### config.mk
export PLATFORM = sky130hd
export DESIGN_NAME = nearest_palette_color
export DESIGN_NICKNAME = d
export VERILOG_FILES = /design/src/design/npc_pkg.sv /design/src/design/npc_ctrl.sv /design/src/design/npc_datapath.sv /design/src/design/nearest_palette_color.sv
export SDC_FILE = /design/constraint.sdc
export NUM_CORES = 1
export LEC_CHECK = 0
export BUFFER_PORTS_ARGS = -buffer_cell sky130_fd_sc_hd__buf_2
export CORE_ASPECT_RATIO = 0.75
export CORE_MARGIN = 1.5
export CORE_UTILIZATION = 40
export CTS_CLUSTER_SIZE = 30
export DETAILED_ROUTE_END_ITERATION = 12
export GPL_TIMING_DRIVEN = 0
export PLACE_DENSITY_LB_ADDON = 0.2
export SLEW_MARGIN = 20
export SYNTH_ARGS = -nofsm -noshare
export SYNTH_HDL_FRONTEND = slang
export SYNTH_HIERARCHICAL = 1
export SYNTH_SLANG_ARGS = --single-unit
### constraint.sdc
create_clock -name clk_i -period 17.6 [get_ports clk_i]
set_input_delay 1.76 -clock clk_i [delete_from_list [all_inputs] [get_ports clk_i]]
set_output_delay 1.76 -clock clk_i [all_outputs]
set_load 0.02 [all_outputs]
### src/design/npc_pkg.sv
// Package for the nearest palette color block: sizes, command codes and the
// command/status structs between controller and datapath. No dependencies.
package npc_pkg;

  localparam int PALETTE_DEPTH = 16;
  localparam int IDX_W         = $clog2(PALETTE_DEPTH);
  localparam int CH_W          = 8;
  localparam int ENTRY_W       = 3 * CH_W;
  localparam int SQ_W          = 2 * CH_W;
  localparam int DIST_W        = 18;
  localparam int SIZE_W        = 5;

  localparam logic CMD_WRITE = 1'b0;
  localparam logic CMD_QUERY = 1'b1;

  typedef struct packed {
    logic             load_pixel;
    logic             wr_entry;
    logic             rd_issue;
    logic [IDX_W-1:0] rd_addr;
    logic             load_out;
  } npc_cmd_t;

  typedef struct packed {
    logic pipe_busy;
    logic out_free;
  } npc_status_t;

endpackage

### src/design/npc_ctrl.sv
// Controller of the nearest palette color block: input handshake, scan
// sequencing and result hand-off. Depends on npc_pkg.
module npc_ctrl import npc_pkg::*; (
  input  logic              clk_i,
  input  logic              rst_ni,
  input  logic              in_valid_i,
  input  logic              command_i,
  input  logic              cfg_we_i,
  input  logic [SIZE_W-1:0] cfg_data_i,
  input  npc_status_t       status_i,
  output logic              in_stall_o,
  output npc_cmd_t          cmd_o
);

  typedef enum logic [1:0] {
    ST_IDLE,
    ST_SCAN,
    ST_DRAIN
  } state_e;

  state_e            state_q;
  logic [SIZE_W-1:0] size_q;
  logic [IDX_W-1:0]  cnt_q;
  logic [IDX_W-1:0]  last_q;
  logic [IDX_W-1:0]  last_d;
  logic              accept;

  assign accept     = in_valid_i && (state_q == ST_IDLE);
  assign in_stall_o = (state_q != ST_IDLE);

  // Sizes of zero and above the depth are clamped into the valid range.
  always_comb begin
    if (size_q == '0) begin
      last_d = '0;
    end else if (size_q > SIZE_W'(PALETTE_DEPTH)) begin
      last_d = IDX_W'(PALETTE_DEPTH - 1);
    end else begin
      last_d = IDX_W'(size_q - SIZE_W'(1));
    end
  end

  always_comb begin
    cmd_o.load_pixel = accept && (command_i == CMD_QUERY);
    cmd_o.wr_entry   = accept && (command_i == CMD_WRITE);
    cmd_o.rd_issue   = (state_q == ST_SCAN);
    cmd_o.rd_addr    = cnt_q;
    cmd_o.load_out   = (state_q == ST_DRAIN) && !status_i.pipe_busy && status_i.out_free;
  end

  always_ff @(posedge clk_i or negedge rst_ni) begin
    if (!rst_ni) begin
      state_q <= ST_IDLE;
      size_q  <= SIZE_W'(1);
      cnt_q   <= '0;
      last_q  <= '0;
    end else begin
      if (cfg_we_i) begin
        size_q <= cfg_data_i;
      end
      unique case (state_q)
        ST_IDLE: begin
          if (accept && (command_i == CMD_QUERY)) begin
            cnt_q   <= '0;
            last_q  <= last_d;
            state_q <= ST_SCAN;
          end
        end
        ST_SCAN: begin
          if (cnt_q == last_q) begin
            state_q <= ST_DRAIN;
          end else begin
            cnt_q <= cnt_q + IDX_W'(1);
          end
        end
        ST_DRAIN: begin
          if (!status_i.pipe_busy && status_i.out_free) begin
            state_q <= ST_IDLE;
          end
        end
        default: state_q <= ST_IDLE;
      endcase
    end
  end

endmodule

### src/design/npc_datapath.sv
// Datapath of the nearest palette color block: palette memory, distance
// pipeline, best-entry tracking and the output register. Depends on npc_pkg.
module npc_datapath import npc_pkg::*; (
  input  logic              clk_i,
  input  logic              rst_ni,
  input  npc_cmd_t          cmd_i,
  input  logic [IDX_W-1:0]  entry_index_i,
  input  logic [CH_W-1:0]   blue_i,
  input  logic [CH_W-1:0]   green_i,
  input  logic [CH_W-1:0]   red_i,
  input  logic              out_stall_i,
  output npc_status_t       status_o,
  output logic              out_valid_o,
  output logic [IDX_W-1:0]  nearest_index_o,
  output logic [CH_W-1:0]   out_blue_o,
  output logic [CH_W-1:0]   out_green_o,
  output logic [CH_W-1:0]   out_red_o,
  output logic [DIST_W-1:0] distance_squared_o
);

  logic [ENTRY_W-1:0] mem [PALETTE_DEPTH];

  logic [ENTRY_W-1:0] pix_q;
  logic               rd_vld_q;
  logic [IDX_W-1:0]   rd_idx_q;
  logic [ENTRY_W-1:0] rd_data_q;
  logic               sq_vld_q;
  logic [IDX_W-1:0]   sq_idx_q;
  logic [ENTRY_W-1:0] sq_entry_q;
  logic [SQ_W-1:0]    sq_b_q, sq_g_q, sq_r_q;
  logic [IDX_W-1:0]   best_idx_q;
  logic [ENTRY_W-1:0] best_entry_q;
  logic [DIST_W-1:0]  best_dist_q;
  logic               out_valid_q, out_valid_d;
  logic [IDX_W-1:0]   out_idx_q;
  logic [ENTRY_W-1:0] out_entry_q;
  logic [DIST_W-1:0]  out_dist_q;

  logic [CH_W-1:0]    diff_b, diff_g, diff_r;
  logic [DIST_W-1:0]  sum_d;
  logic               take_best;

  function automatic logic [CH_W-1:0] abs_diff(logic [CH_W-1:0] a, logic [CH_W-1:0] b);
    abs_diff = (a >= b) ? (a - b) : (b - a);
  endfunction

  always_comb begin
    diff_b = abs_diff(rd_data_q[CH_W-1:0], pix_q[CH_W-1:0]);
    diff_g = abs_diff(rd_data_q[2*CH_W-1:CH_W], pix_q[2*CH_W-1:CH_W]);
    diff_r = abs_diff(rd_data_q[3*CH_W-1:2*CH_W], pix_q[3*CH_W-1:2*CH_W]);
    sum_d  = DIST_W'(sq_b_q) + DIST_W'(sq_g_q) + DIST_W'(sq_r_q);
    // Entry zero always seeds the search; later entries win only when strictly closer.
    take_best = sq_vld_q && ((sq_idx_q == '0) || (sum_d < best_dist_q));
  end

  always_ff @(posedge clk_i) begin
    if (cmd_i.wr_entry) begin
      mem[entry_index_i] <= {red_i, green_i, blue_i};
    end
    rd_data_q <= mem[cmd_i.rd_addr];
  end

  always_ff @(posedge clk_i) begin
    if (cmd_i.load_pixel) begin
      pix_q <= {red_i, green_i, blue_i};
    end
    rd_idx_q   <= cmd_i.rd_addr;
    sq_idx_q   <= rd_idx_q;
    sq_entry_q <= rd_data_q;
    sq_b_q     <= SQ_W'(diff_b) * SQ_W'(diff_b);
    sq_g_q     <= SQ_W'(diff_g) * SQ_W'(diff_g);
    sq_r_q     <= SQ_W'(diff_r) * SQ_W'(diff_r);
    if (take_best) begin
      best_idx_q   <= sq_idx_q;
      best_entry_q <= sq_entry_q;
      best_dist_q  <= sum_d;
    end
    if (cmd_i.load_out) begin
      out_idx_q   <= best_idx_q;
      out_entry_q <= best_entry_q;
      out_dist_q  <= best_dist_q;
    end
  end

  always_comb begin
    out_valid_d = out_valid_q;
    if (cmd_i.load_out) begin
      out_valid_d = 1'b1;
    end else if (out_valid_q && !out_stall_i) begin
      out_valid_d = 1'b0;
    end
  end

  always_ff @(posedge clk_i or negedge rst_ni) begin
    if (!rst_ni) begin
      rd_vld_q    <= 1'b0;
      sq_vld_q    <= 1'b0;
      out_valid_q <= 1'b0;
    end else begin
      rd_vld_q    <= cmd_i.rd_issue;
      sq_vld_q    <= rd_vld_q;
      out_valid_q <= out_valid_d;
    end
  end

  always_comb begin
    status_o.pipe_busy = rd_vld_q || sq_vld_q;
    status_o.out_free  = !out_valid_q || !out_stall_i;
  end

  assign out_valid_o        = out_valid_q;
  assign nearest_index_o    = out_idx_q;
  assign out_blue_o         = out_entry_q[CH_W-1:0];
  assign out_green_o        = out_entry_q[2*CH_W-1:CH_W];
  assign out_red_o          = out_entry_q[3*CH_W-1:2*CH_W];
  assign distance_squared_o = out_dist_q;

endmodule

### src/design/nearest_palette_color.sv
// Top level of the nearest palette color block: ties the controller to the
// datapath. Depends on npc_pkg, npc_ctrl and npc_datapath.
//
//  Channel  Handshake               Payload
//  -------  ----------------------  ------------------------------------------------
//  in       in_valid_i / in_stall_o command_i, entry_index_i, blue_i, green_i, red_i
//  out      out_valid_o / out_stall_i nearest_index_o, out_blue_o, out_green_o,
//                                   out_red_o, distance_squared_o
//  cfg      cfg_we_i                cfg_data_i (palette_size)
//
// A write item does not stall the input side. A query reads one palette entry per
// cycle from the palette memory, so it holds the input side from its acceptance
// until the registered read and the two-stage distance pipeline have drained.
// The result waits in an output register, so the next item is taken while it
// is stalled; a second query only finishes once that register is free.
// Reset clears control state and sets palette_size to one; the palette itself
// holds nothing defined until written.
module nearest_palette_color import npc_pkg::*; (
  input  logic              clk_i,
  input  logic              rst_ni,
  input  logic              in_valid_i,
  output logic              in_stall_o,
  input  logic              command_i,
  input  logic [IDX_W-1:0]  entry_index_i,
  input  logic [CH_W-1:0]   blue_i,
  input  logic [CH_W-1:0]   green_i,
  input  logic [CH_W-1:0]   red_i,
  output logic              out_valid_o,
  input  logic              out_stall_i,
  output logic [IDX_W-1:0]  nearest_index_o,
  output logic [CH_W-1:0]   out_blue_o,
  output logic [CH_W-1:0]   out_green_o,
  output logic [CH_W-1:0]   out_red_o,
  output logic [DIST_W-1:0] distance_squared_o,
  input  logic              cfg_we_i,
  input  logic [SIZE_W-1:0] cfg_data_i
);

  npc_cmd_t    cmd;
  npc_status_t status;

  npc_ctrl u_ctrl (
    .clk_i      (clk_i),
    .rst_ni     (rst_ni),
    .in_valid_i (in_valid_i),
    .command_i  (command_i),
    .cfg_we_i   (cfg_we_i),
    .cfg_data_i (cfg_data_i),
    .status_i   (status),
    .in_stall_o (in_stall_o),
    .cmd_o      (cmd)
  );

  npc_datapath u_datapath (
    .clk_i              (clk_i),
    .rst_ni             (rst_ni),
    .cmd_i              (cmd),
    .entry_index_i      (entry_index_i),
    .blue_i             (blue_i),
    .green_i            (green_i),
    .red_i              (red_i),
    .out_stall_i        (out_stall_i),
    .status_o           (status),
    .out_valid_o        (out_valid_o),
    .nearest_index_o    (nearest_index_o),
    .out_blue_o         (out_blue_o),
    .out_green_o        (out_green_o),
    .out_red_o          (out_red_o),
    .distance_squared_o (distance_squared_o)
  );

endmodule
After elaboration in Yosys (flattened, before gate mapping)
Memories as Yosys holds them, arrays and structs flattened. A register that Yosys moved wholly into a read port is not among the register bits.
Cells that the tools add are included.

storage, ports and cells
  bits in writable memories = 384
  input bits = 39
  register bits after elaboration = 214
  logic and storage cells = 86
  memories = 1

memory list
  memory          depth  bits a word  read ports  clocked after Yosys merged registers in  wr ports  line                text
  u_datapath.mem  16     24           1           1                                        1         npc_datapath.sv:21  logic [ENTRY_W-1:0] mem [PALETTE_DEPTH];

operators by class
  multipliers = 3
  eq/ne operators = 7
  add/sub/neg operators = 10
  bitwise operators = 1
  reduce and logical (&&, ||, !) cells = 23
  mux-type cells = 16
  magnitude comparators = 5

operators with widths
  cell                   number
  $mul A8 B8 Y16         3
  $sub A8 B8 Y8          6
  $ge A8 B8 Y1           3
  $mux W8                3
  $add A18 B16 Y18       1
  $lt A18 B18 Y1         1
  $add A16 B16 Y17       1
  $mux W4                4
  $logic_and A1 B1 Y1    8
  $ne A2 B2 Y1 const B   4
  $pmux W4 S2            1
  $mux W2                3
  $pmux W2 S3            1
  $reduce_and A3 Y1      2
  $reduce_bool A2 Y1     3
  $gt A5 B5 Y1 const B   1
  $logic_not A5 Y1       1
  $add A4 B1 Y4 const B  1
  $eq A4 B4 Y1           1
  $logic_not A4 Y1       1
  $mux W1                4
  $sub A4 B1 Y4 const B  1
  $logic_not A1 Y1       3
  $logic_or A1 B1 Y1     3
  other kinds (5)        5

Depth between registers and ports, before layout
  depth after elaboration = 5
  mapped depth = 27
  gate-level depth less buffers = 26

Modules after synthesis
Netlist, hierarchy kept.

by module, submodules not included
  module        area an instance (µm²)  instances  cells an instance  sequential area each (µm²)
  npc_datapath  28,254.6                1          1,777              17,111.4
  npc_ctrl      785.8                   1          82                 376.6

Worst setup path after synthesis
No wires, ideal clock.

  kind = in2reg
  start = input port out_stall_i
  end = register u_datapath.out_dist_q[0], in the netlist u_datapath/distance_squared_o[0] (enable)
  data required time = 17.033 ns
  data arrival time = 6.384 ns
  stages = 2
  path slack = 10.649 ns
  path through = nand2_1 -> nor4bb_1

RTL lines
  element               line                         text
  from (decl)           nearest_palette_color.sv:29  input logic out_stall_i,
  to (signal assigned)  npc_datapath.sv:81           out_dist_q <= best_dist_q;
  to (decl)             npc_datapath.sv:37           logic [DIST_W-1:0] out_dist_q;

Worst setup path after layout
  start = register u_datapath.pix_q[5]
  end = register u_datapath.sq_b_q[15]

on the way
  word-level cells in the longest chain between the ends = 3
  elaborated cells on any way between the ends = 5
  those cells by class = add/sub: 2; mul: 1; order compare: 1; mux: 1

ends and longest elaborated chain
  element                                               line                text
  from (decl)                                           npc_datapath.sv:23  logic [ENTRY_W-1:0] pix_q;
  from (signal assigned)                                npc_datapath.sv:65  pix_q <= {red_i, green_i, blue_i};
  $sub A8 B8 Y8 / $ge A8 B8 Y1 (equally long branches)  npc_datapath.sv:44  abs_diff = (a >= b) ? (a - b) : (b - a);
  $mux W8 (*)                                           npc_datapath.sv:44
  $mul A8 B8 Y16 (*)                                    npc_datapath.sv:70  sq_b_q <= SQ_W'(diff_b) * SQ_W'(diff_b);
  to (signal assigned)                                  npc_datapath.sv:70
  to (decl)                                             npc_datapath.sv:30  logic [SQ_W-1:0] sq_b_q, sq_g_q, sq_r_q;

Mark *: on every way between the ends. The rest lies on a longest branch, timed or not.
A chain may end at the register's enable or synchronous reset.

==> summary.md <==
| Metric | Value |
|---|---|
| Commonest cells in the netlist | edfxtp_1 (500), inv_1 (222), ha_1 (168), mux4_2 (120), nor2_1 (115) |
| Synth area leader | edfxtp_1 |
| Final worst-path cycle share | 0.3856 |
| DRT iter0 DRCs | approximately 1,100 |
| Iteration count of the initial detailed-routing pass | 4 |
| # IOs | 87 |
| Die height | 236.3 µm |
| Post-synth EDFFs | 500 |
| Cts bufs inserted | a little over 60 |
| Dpl hpwl | about 45 mm |
| Worst setup SP type | flip-flop |
| Max Fanout on Critical Path | 10 |
| Top cells by area, synth | edfxtp_1 (52%), mux4_2 (9.3%), ha_1 (7.2%) |
| Setup Skew | 0.01662 ns |
| CP required | approximately 18 ns |
| GRT Overall Usage | 0.1709 |
| Hold worst-path end | u_datapath/sq_idx_q[2] |
| Worst hold path type | flip-flop to flip-flop |
| Vias in the first global route | 15,910 |
| R2R depth | 24 |
| Setup Buffers After CTS | 0 |
| First-pass GRT wire length | ~96 mm |
| Layout cells sized above 1 | 0.2036 |
| Gr ovfl total | 0 |
| Main synth FF type | edfxtp_1 |
| Cts hold-fix bufs | 0 |
| Seq cells post-synth | around 620 |
| Sink Count | between 600 and 700 |
| Routed vias/inst | ~5.1 |
| Synth Instances | 1,859 |
| DR DRC count | 0 |
| Pin slew with the least headroom to its limit | around 1.1 ns |
| R2r setup slk | 10.81 ns |
| Max Cap Viol | 0 |
| Clock tree buffer depth | 3 |
| Gpl congestion | between 0.8 and 0.9 |
| CP arrival | between 7 and 8 ns |
| Seq/Total Area, Yosys | 0.6022 |
| Hold Fails Final Rpt | 0 |
| Area Overhead vs Synth | 15.16% |
| YS warnings | 6 |
| CTS resizes | 0 |
| CP endpoint kind | flip-flop |
| Post-route cell area | approximately 33,000 µm² |
| TNS Setup | 0 ns |
| Min Tclk post-route | about 6.8 ns |
| Drt wl/cell | 20.27 µm |
| RSZ-0062 raised after global routing | false |
| Antenna Violating Nets Remaining | 0 |
| Top-count cell post-synth | edfxtp_1 |
| CTS clk-pin slew, worst paths | 0.06 ns |
| Worst-Skew Late Latency | about 0.64 ns |
| Async SR Flop Fraction | 0.02908 |
| Hold Path Origin | u_datapath/rd_idx_q[2] |
| Placeable Area | 71,790 µm² |
| Final core occ | 0.4658 |
| Fin nets | 2,348 |
| Routed vias | 15,460 |
| Port buffer count | between 80 and 90 |
| Starting Density | 0.4045 |
| Setup violations, final | 0 |
| Cell variety after synth | 70 |
| Max Slew Vio Count | 0 |
| Area post-placement | between 30,000 and 40,000 µm² |
| Reg2reg end | u_datapath/sq_b_q[15] |
| Total routed wirelength | 61.95 mm |
| Largest net degree at the start of global routing | 19 |
| Fmax | 0.1473 GHz |
| Area of the die | roughly 74,000 µm² |
| Rel. slew slack | 0.2600 |
| Rows | 85 |
| Initial antenna violation count | 5 |
| Hold depth | 0 |
| Top cell type's share of synthesized area | 0.5170 |
| Crit Path Class | flip-flop to flip-flop |
| TritonCTS clock tree | done |
| Die width | roughly 310 µm |
| Clock Tree Root | clkbuf_16 |
| Status | finished, final reports clean |
| Syn Std Cell Area | approximately 29,000 µm² |
| Hold Slack | about 0.33 ns |
| RR Startpoint | u_datapath/pix_q[5] |
| Syn Area/Cell | ~16 µm² |
| H-tree levels | 2 |
==> per-layer routing <==
layer	routed length (µm)	up-vias	track usage
met5	34	-	0
met4	1226	6	0.04231
met3	4058	79	0.04440
met2	27420	333	0.2599
met1	29210	7852	0.2441
li1	-	7194	-
==> area by class of cell <==
| cell class | count | area, µm² |
|---|---|---|
| diodes | 2 | 5.005 |
| plain buffers | 49 | 231.5 |
| clock buffers | 76 | 1719 |
| clock inverters | 40 | 374.1 |
| fillers | 6248 | 38350 |
| inverters | 225 | 844.6 |
| multi-input cells | 967 | 10630 |
| flip-flops and latches | 619 | 17490 |
| well taps | 957 | 1197 |
| repair buffers | 121 | 957.2 |
==> worst max path at each step <==
stage | start | endpoint | slack [ns] | cells past startpoint
6_report | u_datapath/pix_q[5] | u_datapath/sq_b_q[15] | 10.81 | 24
3_3_place_gp | u_datapath/sq_g_q[4] | u_datapath/best_entry_q[13] | 7.19 | 14
3_5_place_dp | u_datapath/pix_q[8] | u_datapath/sq_g_q[15] | 10.77 | 22
2_1_floorplan | out_stall_i | u_datapath/distance_squared_o[0] | 10.65 | 2
5_1_grt | u_datapath/pix_q[8] | u_datapath/sq_g_q[15] | 10.42 | 22
4_1_cts | u_datapath/pix_q[8] | u_datapath/sq_g_q[15] | 10.76 | 22
==> critical path, stage by stage, from the launching register on <==
cell      delay [ns]
edfxtp_1        0.50
inv_1           0.08
ha_1            0.31
buf_6           0.15
a21o_1          0.18
a21o_1          0.21
a211oi_4        0.50
mux2i_1         0.45
xnor2_4         0.19
nor2_1          0.25
inv_2           0.06
fa_1            0.53
inv_1           0.06
fa_1            0.54
inv_1           0.05
fa_1            0.44
fa_1            0.50
inv_1           0.04
ha_1            0.32
o21a_1          0.19
o31a_1          0.12
o31a_1          0.27
or4_1           0.40
a31oi_1         0.21
xnor2_1         0.15
==> through the flow <==
stage               instances  setup WS (ns)
CTS                      3054          10.76
global placement         2902          7.191
detailed placement       2938          10.77
floorplan                1860          10.65
global route             3054          10.42
finish                   3056          10.81
==> registers in the layout, summed over array words and instances (netlist names) <==
name and flops:
u_datapath/mem 384, u_datapath/sq_b_q 15, u_datapath/rd_vld_q 1, u_datapath/sq_g_q 15
u_datapath/sq_idx_q 4, u_datapath/out_valid_o 1, u_datapath/best_idx_q 4, u_datapath/nearest_index_o 4
u_datapath/pix_q 24, u_datapath/sq_r_q 15, u_datapath/sq_vld_q 1, u_ctrl/cnt_q 4
u_ctrl/state_q 2, u_datapath/rd_idx_q 4, u_datapath/out_entry_q 24, u_ctrl/last_q 4
u_datapath/rd_data_q 24, u_datapath/sq_entry_q 24, u_datapath/best_entry_q 24, u_datapath/distance_squared_o 18
u_datapath/best_dist_q 18, u_ctrl/size_q 5
==> cells in the final DEF, fill, tap and decap left out, drive strengths merged, types with 24 or more instances in the layout <==
cell type and count:
a21o 28, nand2 40, nor2 121, buf 143
clkinv 27, clkbuf 103, a21oi 47, o21ai 39
xnor2 50, edfxtp 500, o21a 24, fa 97
dfxtp 101, ha 168, inv 230, mux4 120
xor2 25
==> logic make-up (layout without fill, tap and decap cells) <==
logic type               Yosys count  after routing  share of synthesized area
flip-flops                       619            619                     0.6022
AND/OR/NAND/NOR                  275            275                    0.04524
buffers and inverters            274            511                    0.03675
adder cells (fa/ha/maj)          267            267                     0.1399
AO/OA/AOI/OAI                    200            200                    0.04658
multiplexers                     147            147                     0.1027
XOR/XNOR                          75             75                    0.02637
other                              2              5                  0.0002586
Power is not shown: default switching activity piles up to over one toggle a cycle in this logic, so the estimate is an artifact.
